<file path="src/rtl/core/asp_pkg.sv">
// Shared constants, types and control codes of the adjacent-swap permutation generator.
package asp_pkg;

   // Longest permutation handled; one cell per position.
   localparam int MAX_LEN = 8;

   // Element values 1..MAX_LEN and the length register are four bits wide.
   localparam int ELEM_W = 4;
   localparam int LEN_W  = 4;

   // Position index into the chain of cells.
   localparam int POS_W = (MAX_LEN > 1) ? $clog2(MAX_LEN) : 1;

   // Width used for position and length comparisons; holds MAX_LEN + 1.
   localparam int CMP_W = 5;

   // Scan counter counts 0..MAX_LEN.
   localparam int CNT_W = $clog2(MAX_LEN + 1);

   // Positions that fit in the packed result word.
   localparam int OUT_SLOTS = (MAX_LEN < 8) ? MAX_LEN : 8;
   localparam int DATA_W    = 32;
   localparam int REQ_W     = 8;

   // Update command sent to every cell.
   localparam logic [1:0] KIND_HOLD  = 2'd0;
   localparam logic [1:0] KIND_IDENT = 2'd1;
   localparam logic [1:0] KIND_STEP  = 2'd2;

   // Largest mobile element found so far: value zero means none.
   typedef struct packed {
      logic [ELEM_W-1:0] val;
      logic [POS_W-1:0]  pos;
      logic              left;
   } best_type;

   typedef struct packed {
      logic [1:0] kind;
      best_type   best;
   } ctrl_type;

endpackage

</file>
<file path="src/rtl/core/asp_cell.sv">
// One position of the permutation: its element, the element's direction and a scan stage.
module asp_cell import asp_pkg::*; (
   input  logic              clock,
   input  logic [POS_W-1:0]  pos_idx,
   input  logic [LEN_W-1:0]  len,
   input  ctrl_type          ctrl,
   input  logic [ELEM_W-1:0] left_val,
   input  logic              left_dir,
   input  logic [ELEM_W-1:0] right_val,
   input  logic              right_dir,
   input  best_type          scan_in,
   output best_type          scan_out,
   output logic [ELEM_W-1:0] val,
   output logic              dir
);

   logic [ELEM_W-1:0] val_ff, val_in;
   logic              dir_ff, dir_in;
   best_type          scan_ff, scan_in_next;

   logic [CMP_W-1:0]  p_ext, q_ext;
   logic              has_left, has_right, mobile;
   logic              at_q, take_left, take_right;
   logic [ELEM_W-1:0] moved_val;
   logic              moved_dir;

   assign p_ext = CMP_W'(pos_idx);
   assign q_ext = CMP_W'(ctrl.best.pos);

   // An element is mobile when the neighbour it points at exists and is smaller.
   assign has_left  = (pos_idx != '0);
   assign has_right = ((p_ext + CMP_W'(1)) < CMP_W'(len));
   assign mobile    = dir_ff ? (has_left && (left_val < val_ff))
                             : (has_right && (right_val < val_ff));

   always_comb begin
      scan_in_next = scan_in;
      if (mobile && (val_ff > scan_in.val)) begin
         scan_in_next.val  = val_ff;
         scan_in_next.pos  = pos_idx;
         scan_in_next.left = dir_ff;
      end
   end

   // The swap involves the moving element's cell and the one it points at.
   assign at_q       = (p_ext == q_ext);
   assign take_left  = (at_q && ctrl.best.left) ||
                       ((p_ext == q_ext + CMP_W'(1)) && !ctrl.best.left);
   assign take_right = (at_q && !ctrl.best.left) ||
                       ((p_ext + CMP_W'(1) == q_ext) && ctrl.best.left);

   always_comb begin
      moved_val = val_ff;
      moved_dir = dir_ff;
      if (take_left) begin
         moved_val = left_val;
         moved_dir = left_dir;
      end else if (take_right) begin
         moved_val = right_val;
         moved_dir = right_dir;
      end
   end

   always_comb begin
      val_in = val_ff;
      dir_in = dir_ff;
      case (ctrl.kind)
         KIND_IDENT: begin
            val_in = (p_ext < CMP_W'(len)) ? (ELEM_W'(pos_idx) + ELEM_W'(1)) : '0;
            dir_in = 1'b1;
         end
         KIND_STEP: begin
            // Elements larger than the one moved reverse their direction.
            val_in = moved_val;
            dir_in = moved_dir ^ (moved_val > ctrl.best.val);
         end
         default: begin
            val_in = val_ff;
            dir_in = dir_ff;
         end
      endcase
   end

   always_ff @(posedge clock) begin
      val_ff  <= val_in;
      dir_ff  <= dir_in;
      scan_ff <= scan_in_next;
   end

   assign val      = val_ff;
   assign dir      = dir_ff;
   assign scan_out = scan_ff;

endmodule

</file>
<file path="src/rtl/core/adjacent_swap_permutation_generator.sv">
// Top level of the adjacent-swap (plain changes) permutation generator.
//
// Each request transfer yields one permutation of 1..n in Steinhaus-Johnson-Trotter
// order, so that successive permutations differ by a single adjacent swap. The
// permutation lives in a row of MAX_LEN cells, one per position, each holding its
// element and that element's direction. After a request is accepted, the update
// state swaps and flips directions in every cell at once; then, in the scan state,
// the search for the largest mobile element ripples cell by cell down the registered
// scan chain, the done state loads the result register, and the block returns to
// idle, where alone it accepts the next request. The result of that scan gives the
// final-permutation flag and is kept as the move for the next request. A result
// that has not yet been taken does not stop the next request from being accepted;
// it only holds the block before its own result load. The first request after
// reset or after a length write, and any request with restart set, gives the
// identity; the request after the final permutation wraps to the identity as well.
// A length of zero acts as one and a length above MAX_LEN acts as MAX_LEN.
// Configuration must be written only while the block is idle, which it does not enforce.
module adjacent_swap_permutation_generator import asp_pkg::*; (
   input  logic              clock,
   input  logic              reset,
   // Request channel.
   input  logic              req_tvalid,
   output logic              req_tready,
   input  logic [REQ_W-1:0]  req_tdata,   // bit 0: restart; bits 7..1: zero
   // Result channel.
   output logic              rsp_tvalid,
   input  logic              rsp_tready,
   output logic [DATA_W-1:0] rsp_tdata,   // bits 31..0: perm_packed
   output logic              rsp_tlast,   // last_in_sequence
   // Length register.
   input  logic              csr_wr_en,
   input  logic [LEN_W-1:0]  csr_wr_data
);

   // Sequencer states.
   localparam logic [1:0] ST_IDLE   = 2'd0;
   localparam logic [1:0] ST_UPDATE = 2'd1;
   localparam logic [1:0] ST_SCAN   = 2'd2;
   localparam logic [1:0] ST_DONE   = 2'd3;

   localparam logic [LEN_W-1:0] LEN_RESET =
      LEN_W'((MAX_LEN < 8) ? MAX_LEN : 8);

   logic [1:0]        state_ff, state_in;
   logic [CNT_W-1:0]  cnt_ff, cnt_in;
   logic [LEN_W-1:0]  len_ff, len_in;
   logic              ident_given_ff, ident_given_in;
   logic              restart_ff, restart_in;
   best_type          best_ff, best_in;
   logic              rsp_valid_ff, rsp_valid_in;
   logic [DATA_W-1:0] rsp_data_ff, rsp_data_in;
   logic              rsp_last_ff, rsp_last_in;

   ctrl_type          ctrl;
   logic              req_fire, rsp_load;
   logic [ELEM_W-1:0] val_w  [MAX_LEN];
   logic              dir_w  [MAX_LEN];
   best_type          scan_w [MAX_LEN];

   assign req_tready = (state_ff == ST_IDLE);
   assign req_fire   = req_tvalid && req_tready;

   // The result register is loaded once the scan is done and the register is free.
   assign rsp_load = (state_ff == ST_DONE) && (!rsp_valid_ff || rsp_tready);

   // The update cycle either restarts at the identity or makes the move that the
   // previous scan found; no mobile element means the cycle is complete and wraps.
   always_comb begin
      ctrl.kind = KIND_HOLD;
      ctrl.best = best_ff;
      if (state_ff == ST_UPDATE) begin
         if (restart_ff || !ident_given_ff || (best_ff.val == '0)) begin
            ctrl.kind = KIND_IDENT;
         end else begin
            ctrl.kind = KIND_STEP;
         end
      end
   end

   // The row of cells; each hands its element to both neighbours for the swap
   // and its best-so-far to the next cell for the scan.
   for (genvar i = 0; i < MAX_LEN; i++) begin : g_cell
      logic [ELEM_W-1:0] lv, rv;
      logic              ld, rd;
      best_type          sin;

      if (i == 0) begin : g_first
         assign lv  = '0;
         assign ld  = 1'b0;
         assign sin = '0;
      end else begin : g_inner
         assign lv  = val_w[i-1];
         assign ld  = dir_w[i-1];
         assign sin = scan_w[i-1];
      end

      if (i == MAX_LEN - 1) begin : g_last
         assign rv = '0;
         assign rd = 1'b0;
      end else begin : g_body
         assign rv = val_w[i+1];
         assign rd = dir_w[i+1];
      end

      asp_cell u_cell (
         .clock     (clock),
         .pos_idx   (POS_W'(i)),
         .len       (len_ff),
         .ctrl      (ctrl),
         .left_val  (lv),
         .left_dir  (ld),
         .right_val (rv),
         .right_dir (rd),
         .scan_in   (sin),
         .scan_out  (scan_w[i]),
         .val       (val_w[i]),
         .dir       (dir_w[i])
      );
   end

   // Pack the positions that fit; the cells beyond the length already hold zero.
   always_comb begin
      rsp_data_in = '0;
      for (int p = 0; p < OUT_SLOTS; p++) begin
         rsp_data_in[ELEM_W*p +: ELEM_W] = val_w[p];
      end
   end

   always_comb begin
      state_in       = state_ff;
      cnt_in         = cnt_ff;
      best_in        = best_ff;
      restart_in     = restart_ff;
      ident_given_in = ident_given_ff;
      case (state_ff)
         ST_IDLE: begin
            if (req_fire) begin
               restart_in = req_tdata[0];
               state_in   = ST_UPDATE;
            end
         end
         ST_UPDATE: begin
            ident_given_in = 1'b1;
            cnt_in         = '0;
            state_in       = ST_SCAN;
         end
         ST_SCAN: begin
            // The last cell's stage has settled once the counter reaches MAX_LEN.
            if (cnt_ff == CNT_W'(MAX_LEN)) begin
               best_in  = scan_w[MAX_LEN-1];
               state_in = ST_DONE;
            end else begin
               cnt_in = cnt_ff + CNT_W'(1);
            end
         end
         ST_DONE: begin
            if (rsp_load) begin
               state_in = ST_IDLE;
            end
         end
         default: begin
            state_in = ST_IDLE;
         end
      endcase
      // A length write restarts the sequence at the identity.
      if (csr_wr_en) begin
         ident_given_in = 1'b0;
      end
   end

   always_comb begin
      len_in = len_ff;
      if (csr_wr_en) begin
         if (csr_wr_data == '0) begin
            len_in = LEN_W'(1);
         end else if (csr_wr_data > LEN_W'(MAX_LEN)) begin
            len_in = LEN_W'(MAX_LEN);
         end else begin
            len_in = csr_wr_data;
         end
      end
   end

   always_comb begin
      rsp_valid_in = rsp_valid_ff;
      rsp_last_in  = rsp_last_ff;
      if (rsp_valid_ff && rsp_tready) begin
         rsp_valid_in = 1'b0;
      end
      if (rsp_load) begin
         rsp_valid_in = 1'b1;
         rsp_last_in  = (best_ff.val == '0);
      end
   end

   always_ff @(posedge clock) begin
      if (reset) begin
         state_ff       <= ST_IDLE;
         cnt_ff         <= '0;
         len_ff         <= LEN_RESET;
         ident_given_ff <= 1'b0;
         rsp_valid_ff   <= 1'b0;
      end else begin
         state_ff       <= state_in;
         cnt_ff         <= cnt_in;
         len_ff         <= len_in;
         ident_given_ff <= ident_given_in;
         rsp_valid_ff   <= rsp_valid_in;
      end
   end

   always_ff @(posedge clock) begin
      best_ff     <= best_in;
      restart_ff  <= restart_in;
      rsp_last_ff <= rsp_last_in;
      if (rsp_load) begin
         rsp_data_ff <= rsp_data_in;
      end
   end

   assign rsp_tvalid = rsp_valid_ff;
   assign rsp_tdata  = rsp_data_ff;
   assign rsp_tlast  = rsp_last_ff;

`ifndef ASSERT_OFF
   a_accept_starts_update: assert property (@(posedge clock) disable iff (reset)
      req_fire |=> (state_ff == ST_UPDATE))
      else $error("accepted request did not start an update");

   a_len_in_range: assert property (@(posedge clock) disable iff (reset)
      (len_ff != '0) && (len_ff <= LEN_W'(MAX_LEN)))
      else $error("length register out of range");

   a_result_from_done: assert property (@(posedge clock) disable iff (reset)
      $rose(rsp_valid_ff) |-> ($past(state_ff) == ST_DONE))
      else $error("result loaded outside the done state");

   a_scan_count_bounded: assert property (@(posedge clock) disable iff (reset)
      (state_ff == ST_SCAN) |-> (cnt_ff <= CNT_W'(MAX_LEN)))
      else $error("scan counter overran the chain");

   a_update_marks_identity: assert property (@(posedge clock) disable iff (reset)
      ((state_ff == ST_UPDATE) && !csr_wr_en) |=> ident_given_ff)
      else $error("identity flag not set after an update");
`endif

endmodule
</file>
<file path="config.mk">
export PLATFORM = sky130hd
export DESIGN_NAME = adjacent_swap_permutation_generator
export DESIGN_NICKNAME = d
export VERILOG_FILES = /design/src/rtl/core/asp_pkg.sv /design/src/rtl/core/asp_cell.sv /design/src/rtl/core/adjacent_swap_permutation_generator.sv
export SDC_FILE = /design/constraint.sdc
export NUM_CORES = 1
export LEC_CHECK = 0
export ABC_AREA = 1
export BUFFER_PORTS_ARGS = -buffer_cell sky130_fd_sc_hd__buf_2
export CAP_MARGIN = 30
export CORE_ASPECT_RATIO = 0.7
export CORE_MARGIN = 5
export CORE_UTILIZATION = 35
export CTS_CLUSTER_DIAMETER = 50
export CTS_CLUSTER_SIZE = 8
export DETAILED_ROUTE_END_ITERATION = 7
export PLACE_DENSITY = 0.51
export SETUP_SLACK_MARGIN = 0.15
export SYNTH_ARGS = -nofsm -noshare
export SYNTH_HDL_FRONTEND = slang
export SYNTH_SLANG_ARGS = --single-unit
export TNS_END_PERCENT = 5
</file>
<file path="constraint.sdc">
create_clock -name clock -period 4.8 [get_ports clock]
set_input_delay 0.24 -clock clock [delete_from_list [all_inputs] [get_ports clock]]
set_output_delay 0.24 -clock clock [all_outputs]
set_load 0.01 [all_outputs]
</file>
* After elaboration in Yosys (flattened, before gate mapping)
Index checks and enable logic that the tools add are counted.
Word-level totals: bits in registers 155, input bits 17, output and inout bits 35, word-level logic and storage cells 285
Operators by class: add/sub/neg operators 2, magnitude comparators 41, equal/unequal tests 24, multiplexer cells 83, bitwise operators 8, reductions and logical operators 77
Operators with widths (number):
- $mux W4 | 20
- $pmux W4 S2 | 9
- $gt A4 B4 Y1 | 15
- $lt A4 B4 Y1 | 14
- $mux W8 | 7
- $logic_and A1 B1 Y1 | 43
- $mux W1 | 27
- $logic_or A1 B1 Y1 | 18
- $lt A3 B4 Y1 const A | 4
- $pmux W1 S2 | 8
- $eq A3 B5 Y1 const A | 3
- $mux W2 | 7
- $eq A3 B3 Y1 const A | 4
- $lt A1 B4 Y1 const A | 3
- $mux W3 | 4
- $eq A2 B5 Y1 const A | 2
- $logic_not A5 Y1 | 2
- $logic_not A4 Y1 | 2
- $lt A2 B4 Y1 const A | 2
- $pmux W2 S4 | 1
- $xor A1 B1 Y1 | 8
- $eq A2 B2 Y1 const B | 3
- $eq A2 B3 Y1 const A | 2
- $ne A2 B2 Y1 const B | 3
- 17 further kinds | 24

* Longest topological paths before layout
Gate-level depths: netlist of run 1.
depth after elaboration 8, gate-level depth with buffers 19, gate-level depth less buffers 18

* By module
From an unflattened synthesis of run 1, not the netlist that was laid out.
Unflattened totals: cell total of the unflattened synthesis 1893, area, all modules 13420.4 um^2
By module, submodules not included:
- asp_cell | times used 8, cells each 219, area each 1432.6 um^2, seq. area each 310.3 um^2
- adjacent_swap_permutation_generator | times used 1, cells each 141, area each 1959.4 um^2, seq. area each 1501.4 um^2

* Least setup slack after synthesis of run 1
No wires, ideal clock.
kind reg-to-reg, start point register best_ff[2] in the netlist's numbering, end point register g_cell[4].u_cell.dir_ff, data pin, library setup time 0.261 ns, arrival 2.419 ns, slack 2.121 ns, cell stages (with the launch flop) 18, path buffers 1, clock period less this slack 2.679 ns, cells stage by stage edfxtp_1 > buf_6 > nand2_1 > inv_1 > ha_1 > inv_1 > nand2_2 > o21ai_1 > nand2_1 > and2_1 > ha_1 > nand2_1 > inv_1 > o21ai_0 > a21oi_1 > inv_1 > nand3_1 > nand3_1
On the way: cells in the longest elaborated chain, start to end 8, elaborated cells on any way between the ends 17
RTL lines:
- start, declared | RTL line adjacent_swap_permutation_generator.sv:49 | best_type best_ff, best_in;
- start signal, assigned | RTL line adjacent_swap_permutation_generator.sv:213 | best_ff <= best_in;
- $add A3 B1 Y4 (tied with other cells) | RTL line asp_cell.sv:48 | ((p_ext == q_ext + CMP_W'(1)) && !ctrl.best.left);
- $eq A3 B5 Y1 (tied with other cells) | RTL line asp_cell.sv:48
- $logic_and A1 B1 Y1 / $logic_or A1 B1 Y1 (equally long branches) | RTL line asp_cell.sv:48, asp_cell.sv:49
- $logic_or A1 B1 Y1 / $mux W4 (equally long branches) | RTL line asp_cell.sv:47, asp_cell.sv:58
- $mux W4 | RTL line asp_cell.sv:55 | if (take_left) begin
- $gt A4 B4 Y1 | RTL line asp_cell.sv:75 | dir_in = moved_dir ^ (moved_val > ctrl.best.val);
- $xor A1 B1 Y1 * | RTL line asp_cell.sv:75
- $pmux W1 S2 * | RTL line asp_cell.sv:67 | case (ctrl.kind)
- end signal, assigned | RTL line asp_cell.sv:86 | dir_ff <= dir_in;
- end, declared | RTL line asp_cell.sv:18 | logic dir_ff, dir_in;
Mark *: on every way between the ends. The rest lies on a longest branch, timed or not. A chain may end at the register's enable or synchronous reset.

* Worst setup path in the final report of run 1
start point register best_ff[3] in the netlist's numbering, end point register g_cell[4].u_cell.dir_ff, data pin
The elaborated chain is that of the path after synthesis.

==> results of run 1 <==
==> cells by family (layout without fill, tap and decap cells) <==
| family | count (synthesis) | in the layout | share of synthesized area |
|---|---|---|---|
| AND/OR/NAND/NOR | 516 | 516 | 0.2591 |
| buffers and inverters | 164 | 237 | 0.07214 |
| flip-flops | 151 | 151 | 0.4312 |
| AO/OA/AOI/OAI | 146 | 146 | 0.09909 |
| adder cells (fa/ha/maj) | 97 | 97 | 0.1361 |
| XOR/XNOR | 2 | 2 | 0.001965 |
| other | 1 | 1 | 0.0004206 |
==> layout make-up <==
class / instances / share of cell area
clock inverters: 9 / 0.008146
multi-input cells: 762 / 0.4382
clock buffers: 23 / 0.05036
repair buffers: 49 / 0.02604
inverters: 156 / 0.05801
flip-flops and latches: 151 / 0.3792
well taps: 325 / 0.04011
==> per-stage QoR <==
stage,setup WS (ns),power (uW),area [um^2],cells,util
2_1_floorplan,2.121,3196,8915,1077,-
3_3_place_gp,1.499,3735,9523,1441,0.3830
3_5_place_dp,1.462,3764,9534,1442,0.3835
4_1_cts,1.452,5138,10140,1475,0.4077
5_1_grt,1.080,5504,10140,1475,0.4077
6_report,1.433,5094,10140,1475,0.4077
==> routing by layer <==
layer,global-route usage,routed length [um],vias up
met5,0,0,-
met4,0.04235,270,0
met3,0.03384,1210,17
met2,0.2408,9527,150
met1,0.2699,13260,3391
li1,-,-,3733
==> report_power, final <==
group	switching [uW]	total, uW	leakage (uW)	internal, uW
Combinational	1110	1690	0.00322	580
Clock	546	1350	0.000291	803
Sequential	270	2060	0.00130	1780
Total	1930	5090	0.00481	3170
==> worst min-delay path by stage <==
stage | start | end | slack [ns] | cells past startpoint
after floorplan | reset | cnt_ff[1] | 0.31 | 1
after global placement | g_cell[7].u_cell.scan_out[0] | best_ff[0] | 0.39 | 0
after detailed placement | g_cell[7].u_cell.scan_out[5] | best_ff[5] | 0.39 | 0
after CTS | reset | rsp_tvalid | 0.05 | 2
after global routing | reset | rsp_tvalid | 0.06 | 2
final | csr_wr_data[3] | len_ff[3] | 0.07 | 3
==> critical path: cells and delay by family, from the launching register on <==
kind                     cells  cell delay [ns]
flip-flops                   1             0.70
adder cells (fa/ha/maj)      2             0.67
AO/OA/AOI/OAI                3             0.64
AND/OR/NAND/NOR              6             0.62
buffers and inverters        4             0.46
==> Yosys cell counts (all sizes together) <==
| cell | n |
|---|---|
| or2 | 1 |
| xor2 | 1 |
| o21ai | 40 |
| o21bai | 16 |
| o22ai | 4 |
| o21a | 2 |
| nand3 | 123 |
| o211ai | 15 |
| nor2 | 77 |
| a21boi | 9 |
| a22oi | 1 |
| xnor2 | 1 |
| nand3b | 1 |
| a21o | 2 |
| a31oi | 1 |
| and2 | 1 |
| dfxtp | 69 |
| edfxtp | 82 |
| nand4 | 13 |
| conb | 1 |
| clkbuf | 2 |
| buf | 6 |
| a21oi | 55 |
| nor3 | 6 |
| nand2 | 294 |
| ha | 97 |
| a32oi | 1 |
| inv | 156 |
==> state kept, by name (all words and copies together) (netlist names) <==
signal / flops
g_cell.u_cell.dir: 8
len_ff: 4
best_ff: 8
rsp_tdata: 32
cnt_ff: 4
rsp_tlast: 1
g_cell.u_cell.val: 32
g_cell.u_cell.scan_out: 57
restart_ff: 1
state_ff: 2
rsp_tvalid: 1
ident_given_ff: 1
==> results.tsv, run 1 <==
stage	metric	value	unit
run_status	run_status	completed	
synthesis	syn-num-nets	1191	
global_routing	antenna_found_initial	0	
final_layout	drive_gt1_frac	0.1052	
clock_network	post_cts_buffers	0	
final_layout	final_common_cell	nand2_1	
drt	avgRoutedWirePerCell	16.45	um
synthesis	synth_seq_area_share	0.4312	
clock_network	ctsResizeCount	0	
timing	holdWs	0.07337	ns
timing	rsz0062_at_grt	false	
timing	period_needed	3.367	ns
synthesis	ys_ff_latch	151	
synthesis	yosysTopAreaCellShare	0.2762	
critical_path	r2r_slack	1.43	ns
hold_path	hp-class	input pin to register	
critical_path	cp_common_cell	inv_1	
critical_path	crit_type	register to register	
critical_path	arrival	3.52	ns
critical_path	r2r_end	g_cell[4].u_cell.dir	
final_layout	syn_to_final_growth	13.71	%
power	power_leakage	0.004810	uW
drt	wl	24.27	mm
timing	finClkSkew	0.007307	ns
power	power_density	502.5	nW/um^2
timing	fmax	297.0	MHz
critical_path	max_stage_delay	0.70	ns
synthesis	ys_types	46	
global_routing	grt_pass1_vias	6775	
final_layout	most-common-layout-cells	nand2_1 (285), inv_1 (149), nand3_1 (117)	
timing	hold_viol	0	
synthesis	syn-cell-area	8915	um^2
critical_path	path_cells	inv_2 > ha_1 > inv_1 > nand2_2 > o21ai_1 > nand2_1 > and2_1 > ha_1 > nand2_1 > inv_1 > o21ai_0 > a21oi_1 > inv_1 > nand3_1 > nand3_1	
floorplan	core-area	24860	um^2
clock_network	cts_tree	built	
floorplan	start_util	0.3585	
placement	io_buffers	44	
final_layout	n_antenna_cell	0	
critical_path	reg2regPathDepth	15	
clock_network	clk_pin_slew	0.06	ns
timing	report.final.setup_viol	0	
critical_path	worstPathMaxFanout	12	
floorplan	io_pins	52	
drt	final_antenna_net_count	0	
critical_path	timing.rr.start	best_ff[3]	
drt	drc	0	
drt	vias	7291	
timing	maxSlewHeadroom	0.3788	
final_layout	multiInputGateArea	4442	um^2
final_layout	seqCellArea	3844	um^2
global_routing	grtUsageTotal	0.1722	
clock_network	cts_root_buffer	clkbuf_16	
timing	tightestPinTransition	0.9308	ns
drt	first_iter_violations	490	
run	cap_violations	0	
critical_path	endpoint_kind	register	
timing	drv_slew	0	
clock_network	cts_made_buffers	17	
floorplan	die_w	200.8	um
critical_path	crit_path_start	best_ff[3]	
timing	fin_setup_tns	0	ns
final_layout	fill_cells	2549	
critical_path	endpoint	g_cell[4].u_cell.dir	
synthesis	avgSynthCellArea	8.277	um^2
critical_path	cp-start-kind	register	
global_routing	grt_pass1_wl	38.41	mm
clock_network	hold_buffers	1	
critical_path	crit_slowest_cell	edfxtp_1	
global_routing	grt_max_degree	44	
synthesis	synthCells	1077	
timing	finalCritPeriodShare	0.7014	
clock_network	cts.path.max_buffers	2	
clock_network	htree_levels	4	
floorplan	die-area	28810	um^2
floorplan	placementRows	48	
placement	dp_hpwl	17.87	mm
synthesis	synth_top_cell_by_area	edfxtp_1	
drt	vias_per_cell	4.943	
power	irDropWorstVdd	251.2	uV
final_layout	layout.nets	1251	
clock_network	clk_latency	0.43	ns
drt	drtPass1Iterations	5	
placement	place_congestion	0.8236	
global_routing	grt_overflow	0	
synthesis	yosys_warnings	0	
clock_network	cts_sinks	151	
synthesis	yosys-top-cells-area	edfxtp_1 (28%), dfxtp_1 (15%), ha_1 (14%), nand2_1 (12%), nand3_1 (6.6%)	
critical_path	crit_required	4.95	ns
floorplan	die_height	143.5	um
No activity file was read; power rests on OpenSTA's default activity.
==> run 2: changes to the inputs <==
clock period = 3.49 ns   (was 4.8 ns; I/O delays follow)
==> run 2 against run 1 <==
  * Sequential power rose by 37%
  * Via count fell by 0.30%
  * Sequential share of layout area fell by 0.49 points
  * Register-to-register slack got worse by 0.97 ns
  * Setup slack got worse by 0.97 ns
  * Wire length barely moved
  * Power rose by 40%
  * Largest cell class unchanged
==> results.tsv, run 2 (same netlist as run 1, synthesis figures left out) <==
stage	metric	value	unit	change
run_status	run_status	completed		
drt	first_iter_violations	484		-1.2%
critical_path	cp_common_cell	inv_1		
critical_path	crit_type	register to register		
hold_path	hp-class	input pin to register		
placement	dp_hpwl	18.21	mm	+1.9%
power	p_sw_frac	0.3780		about the same
critical_path	endpoint_kind	register		
floorplan	die_w	200.8	um	unchanged
floorplan	start_util	0.3585		unchanged
floorplan	placementRows	48		unchanged
run	cap_violations	0		unchanged
timing	holdWs	0.01895	ns	-0.05442 ns
drt	avgRoutedWirePerCell	16.33	um	-0.75%
timing	finalCritPeriodShare	0.8662		+0.1648
final_layout	finish.instance_area	10270	um^2	+1.3%
final_layout	drive_gt1_frac	0.1136		+0.008380
clock_network	cts_made_buffers	17		unchanged
global_routing	grt_pass1_vias	6629		-2.2%
global_routing	grt_pass1_wl	38.12	mm	-0.76%
timing	finClkSkew	0.007792	ns	+0.0004846 ns
global_routing	antenna_found_initial	0		unchanged
drt	final_antenna_net_count	0		unchanged
critical_path	worstPathMaxFanout	9		-3
timing	period_needed	3.023	ns	-0.3438 ns
global_routing	grt_max_degree	43		-2.3%
clock_network	clk_pin_slew	0.07	ns	about the same
drt	vias_per_cell	4.888		-1.1%
floorplan	die-area	28810	um^2	unchanged
timing	tightestPinTransition	0.7118	ns	-0.2189 ns
placement	placedInstanceArea	9602	um^2	+0.71%
timing	drv_slew	0		unchanged
floorplan	io_pins	52		unchanged
power	irDropWorstVdd	335.7	uV	+34%
clock_network	ctsResizeCount	0		unchanged
clock_network	clk_latency	0.43	ns	about the same
clock_network	post_cts_buffers	0		unchanged
clock_network	htree_levels	4		unchanged
final_layout	syn_to_final_growth	15.20	%	
timing	rsz0062_at_grt	false		
critical_path	crit_slowest_cell	edfxtp_1		
placement	place_congestion	0.8236		unchanged
final_layout	largest_register_ffs	57		unchanged
clock_network	cts_tree	built		
drt	vias	7269		-0.30%
clock_network	cts_sinks	151		unchanged
final_layout	layout.nets	1263		+0.96%
final_layout	most-common-layout-cells	nand2_1 (285), inv_1 (149), nand3_1 (117)		
drt	drtPass1Iterations	5		unchanged
clock_network	hold_buffers	4		+3
global_routing	grtUsageTotal	0.1713		-0.0008886
final_layout	utilization	0.4130		+0.005334
critical_path	path_cells	nand2_1 > inv_1 > ha_1 > inv_1 > nand3_1 > nor2_1 > nor2_4 > inv_2 > nand2_1 > a21boi_0 > ha_1 > inv_1 > nor2_1 > o21bai_1 > a21oi_1 > inv_1 > nand2_1 > nand3_1		
timing	fin_setup_tns	0	ns	unchanged
timing	report.final.setup_viol	0		unchanged
clock_network	cts.path.max_buffers	2		unchanged
critical_path	arrival	3.20	ns	-0.32 ns
placement	io_buffers	44		unchanged
global_routing	grt_overflow	0		unchanged
clock_network	cts_root_buffer	clkbuf_16		
power	combPwrFrac	0.329		-0.003
power	p_sw	2689	uW	+40%
floorplan	die_height	143.5	um	unchanged
power	p_clk_frac	0.275		+0.010
power	power_frac_seq	0.396		-0.007
power	power_density	692.7	nW/um^2	+38%
timing	maxSlewHeadroom	0.5212		+0.1424
power	power_leakage	0.004879	uW	+1.4%
final_layout	n_antenna_cell	0		unchanged
timing	hold_viol	0		unchanged
timing	finalWorstSetupSlack	0.4669	ns	-0.9662 ns
power	internal-power	4425	uW	+40%
critical_path	max_stage_delay	0.54	ns	-0.16 ns
placement	place_ws	0.5143	ns	-0.9476 ns
floorplan	core-area	24860	um^2	unchanged
critical_path	crit_required	3.67	ns	-1.28 ns
final_layout	final_common_cell	nand2_1		
drt	wl	24.28	mm	about the same
critical_path	cp-start-kind	register		
drt	drc	0		unchanged
timing	fmax	330.8	MHz	+11%
-- run 2: cell types whose count changed in the layout (fill, tap and decap cells not counted) --
cell | before | now
buf_4 | 3 | 12
clkinv_4 | 0 | 4
dlygate4sd3_1 | 1 | 4
clkbuf_1 | 2 | 0
clkinv_2 | 2 | 0
inv_4 | 4 | 2
bufinv_16 | 1 | 2
clkbuf_16 | 19 | 18
clkbuf_8 | 2 | 3
inv_8 | 0 | 1
-- run 2: routing by layer --
metal  track usage  routed length [um]
met5             0                   0
met2        0.2342                9399
met3       0.04128                1177
met4       0.03547                 209
met1        0.2704               13500
-- run 2: metrics by stage --
stage,total power [uW],cells
after global placement,5144,1450
final,7114,1487
after floorplan,4396,1077
after detailed placement,5188,1451
after CTS,7177,1487
after global routing,7692,1487
-- run 2: cell type report --
cell class	count	area, um^2
inverters	156	588.1
well taps	325	406.6
clock buffers	21	491.7
fillers	2516	14590
flip-flops and latches	151	3844
repair buffers	61	361.6
multi-input cells	762	4442
clock inverters	11	136.4
-- run 2: worst max-delay path, delay by kind of cell (launching register included) --
family | cells | cell delay, ns
AND/OR/NAND/NOR | 8 | 0.76
adder cells (fa/ha/maj) | 2 | 0.65
flip-flops | 1 | 0.54
buffers and inverters | 5 | 0.41
AO/OA/AOI/OAI | 3 | 0.39
-- run 2: final timing paths --
path	start	endpoint	slack (ns)	cells after the start
max	best_ff[1]	g_cell[5].u_cell.dir	0.47	18
min	csr_wr_data[1]	len_ff[1]	0.02	3
max reg2reg	best_ff[1]	g_cell[5].u_cell.dir	0.47	18
min reg2reg	g_cell[7].u_cell.scan_out[5]	best_ff[5]	0.41	0
-- run 2: power by group through the flow --
stage,Sequential (uW),Combinational (uW),Clock (uW)
detailed placement,2860,2330,0
global route,2880,2730,2080
floorplan,2710,1680,0
global placement,2860,2280,0
CTS,2830,2350,2000
finish,2820,2340,1950
==> run 3: changes to the inputs <==
CELL_PAD_IN_SITES_DETAIL_PLACEMENT = 1   (was not set)
CELL_PAD_IN_SITES_GLOBAL_PLACEMENT = 1   (was not set)
PLACE_DENSITY = 0.63   (was 0.51)
==> run 3 against run 2 <==
  * Fmax rose by 5.1%
  * Via count rose by 2.4%
  * First-iteration DRC count fell by 22%
  * Die area did not move
  * Setup slack improved by 0.15 ns
  * Clock-buffer cell count rose by 2
  * Wire length rose by 11%
  * Clock skew fell by 0.0011 ns
  * Sequential cell count did not move
  * Sequential share of layout area barely moved
  * Register-to-register slack improved by 0.15 ns
  * Critical endpoint unchanged
  * Highest routed layer is now met5
==> results.tsv, run 3 (same netlist as run 1, synthesis figures left out) <==
stage	metric	value	unit	change
clock_network	ctsResizeCount	0		unchanged
drt	wl	27.01	mm	+11%
critical_path	timing.rr.start	best_ff[3]		
hold_path	hold_start	csr_wr_data[3]		
critical_path	arrival	3.05	ns	-0.15 ns
timing	rsz0062_at_grt	false		
final_layout	largest_register_ffs	57		unchanged
timing	fmax	347.6	MHz	+5.1%
floorplan	io_pins	52		unchanged
power	power_leakage	0.004892	uW	+0.26%
hold_path	hp-class	input pin to register		
final_layout	drive_gt1_frac	0.1136		unchanged
run	cap_violations	0		unchanged
placement	place_congestion	0.8161		-0.91%
clock_network	cts_made_buffers	17		unchanged
drt	vias	7446		+2.4%
clock_network	clk_pin_slew	0.07	ns	about the same
floorplan	placementRows	48		unchanged
drt	first_iter_violations	379		-22%
placement	dp_hpwl	20.46	mm	+12%
critical_path	crit_type	register to register		
critical_path	cp-start-kind	register		
global_routing	grtUsageTotal	0.1919		+0.02056
floorplan	die-area	28810	um^2	unchanged
hold_path	hold_end	len_ff[3]		
final_layout	n_antenna_cell	0		unchanged
hold_path	hold_path_depth	3		unchanged
power	power_density	703.8	nW/um^2	+1.6%
floorplan	die_height	143.5	um	unchanged
floorplan	die_w	200.8	um	unchanged
clock_network	cts_root_buffer	clkbuf_16		
final_layout	finish.instance_area	10270	um^2	about the same
timing	period_needed	2.877	ns	-0.1465 ns
placement	placedInstanceArea	9598	um^2	about the same
critical_path	r2r_slack	0.61	ns	+0.15 ns
drt	drtPass1Iterations	5		unchanged
global_routing	grt_pass1_wl	43.04	mm	+13%
global_routing	antenna_found_initial	1		+1
power	irDropWorstVdd	335.7	uV	about the same
critical_path	worstPathMaxFanout	9		unchanged
timing	drv_slew	0		unchanged
critical_path	endpoint_kind	register		
final_layout	final_common_cell	nand2_1		
critical_path	reg2regPathDepth	17		-1
drt	drc	0		unchanged
critical_path	crit_required	3.67	ns	about the same
final_layout	syn_to_final_growth	15.26	%	about the same
drt	avgRoutedWirePerCell	18.16	um	+11%
floorplan	start_util	0.3585		unchanged
global_routing	grt_max_degree	43		unchanged
drt	final_antenna_net_count	0		unchanged
clock_network	clk_latency	0.43	ns	about the same
timing	finalCritPeriodShare	0.8242		-0.04198
final_layout	most-common-layout-cells	nand2_1 (285), inv_1 (149), nand3_1 (117)		
power	p_total	7231	uW	+1.7%
clock_network	cts_sinks	151		unchanged
timing	maxSlewHeadroom	0.5558		+0.03460
placement	io_buffers	44		unchanged
clock_network	htree_levels	4		unchanged
global_routing	grt_pass1_vias	7683		+16%
timing	tightestPinTransition	0.6649	ns	-0.04699 ns
timing	report.final.setup_viol	0		unchanged
timing	finClkSkew	0.006710	ns	-0.001082 ns
timing	fin_setup_tns	0	ns	unchanged
floorplan	core-area	24860	um^2	unchanged
global_routing	grt_overflow	0		unchanged
final_layout	layout.nets	1263		unchanged
critical_path	r2r_end	g_cell[5].u_cell.dir		
clock_network	cts.path.max_buffers	2		unchanged
drt	vias_per_cell	5.007		+2.4%
clock_network	cts_tree	built		
run_status	run_status	completed		
timing	hold_viol	0		unchanged
-- run 3: cell count changes in the layout (fill, tap and decap cells not counted), moves of 2 or more --
cell | previous run | this run
clkinvlp_4 | 2 | 0
inv_6 | 1 | 3
buf_4 | 12 | 14
clkbuf_16 | 18 | 20
-- run 3: worst max path at each step --
stage	cells after the start	slack [ns]	startpoint	end
global route	16	0.32	best_ff[3]	g_cell[4].u_cell.dir
floorplan	17	0.81	best_ff[2]	g_cell[4].u_cell.dir
global placement	15	0.52	best_ff[1]	g_cell[3].u_cell.dir
finish	17	0.61	best_ff[3]	g_cell[5].u_cell.dir
detailed placement	17	0.45	best_ff[1]	g_cell[4].u_cell.dir
CTS	17	0.44	best_ff[1]	g_cell[4].u_cell.dir
-- run 3: through the flow --
stage	worst slack [ns]	cells	utilization	hold slack (ns)
after floorplan	0.8105	1077	-	0.2436
after global placement	0.5245	1451	0.3860	0.3518
after detailed placement	0.4451	1451	0.3860	0.3580
after CTS	0.4402	1486	0.4129	0.001029
after global routing	0.3169	1487	0.4132	0.02790
final	0.6134	1487	0.4132	0.01929
-- run 3: report_power, final --
group          internal, uW  switching [uW]  leakage, uW
clock network          1180             801     0.000316
registers              2450             384      0.00130
logic                   826            1580      0.00328
total                  4460            2770      0.00489
-- run 3: layout make-up --
type / instances / area [um^2]
multi-input cells: 762 / 4442
clock inverters: 9 / 97.59
fillers: 3031 / 14590
inverters: 156 / 588.1
flip-flops and latches: 151 / 3844
clock buffers: 23 / 541.8
repair buffers: 61 / 355.3
well taps: 325 / 406.6
-- run 3: routing by layer --
layer,up-vias,track usage,share of wire
li1,3750,-,-
met1,3562,0.2876,0.54
met2,115,0.2867,0.41
met3,17,0.03767,0.044
met4,2,0.04271,0.011
met5,-,0,0.00048
-- run 3: timing repair --
item / 4_1_cts / 5_1_grt
hold buffers: 3 / 0
setup buffers: 0 / 1
endpoints found under the setup margin: 0 / 1
endpoints found under the hold margin: 3 / 0
-- run 3: critical path: stages (launching register included) --
cell and delay (ns):
edfxtp_1 0.41, inv_2 0.19, ha_1 0.31, inv_1 0.12
nand3_1 0.08, nor2_1 0.17, nor2_4 0.10, inv_2 0.10
nand2_1 0.06, a21boi_0 0.13, ha_1 0.31, inv_1 0.05
nor2_1 0.09, o21bai_1 0.07, a21oi_1 0.21, inv_1 0.08
nand2_1 0.07, nand3_1 0.05
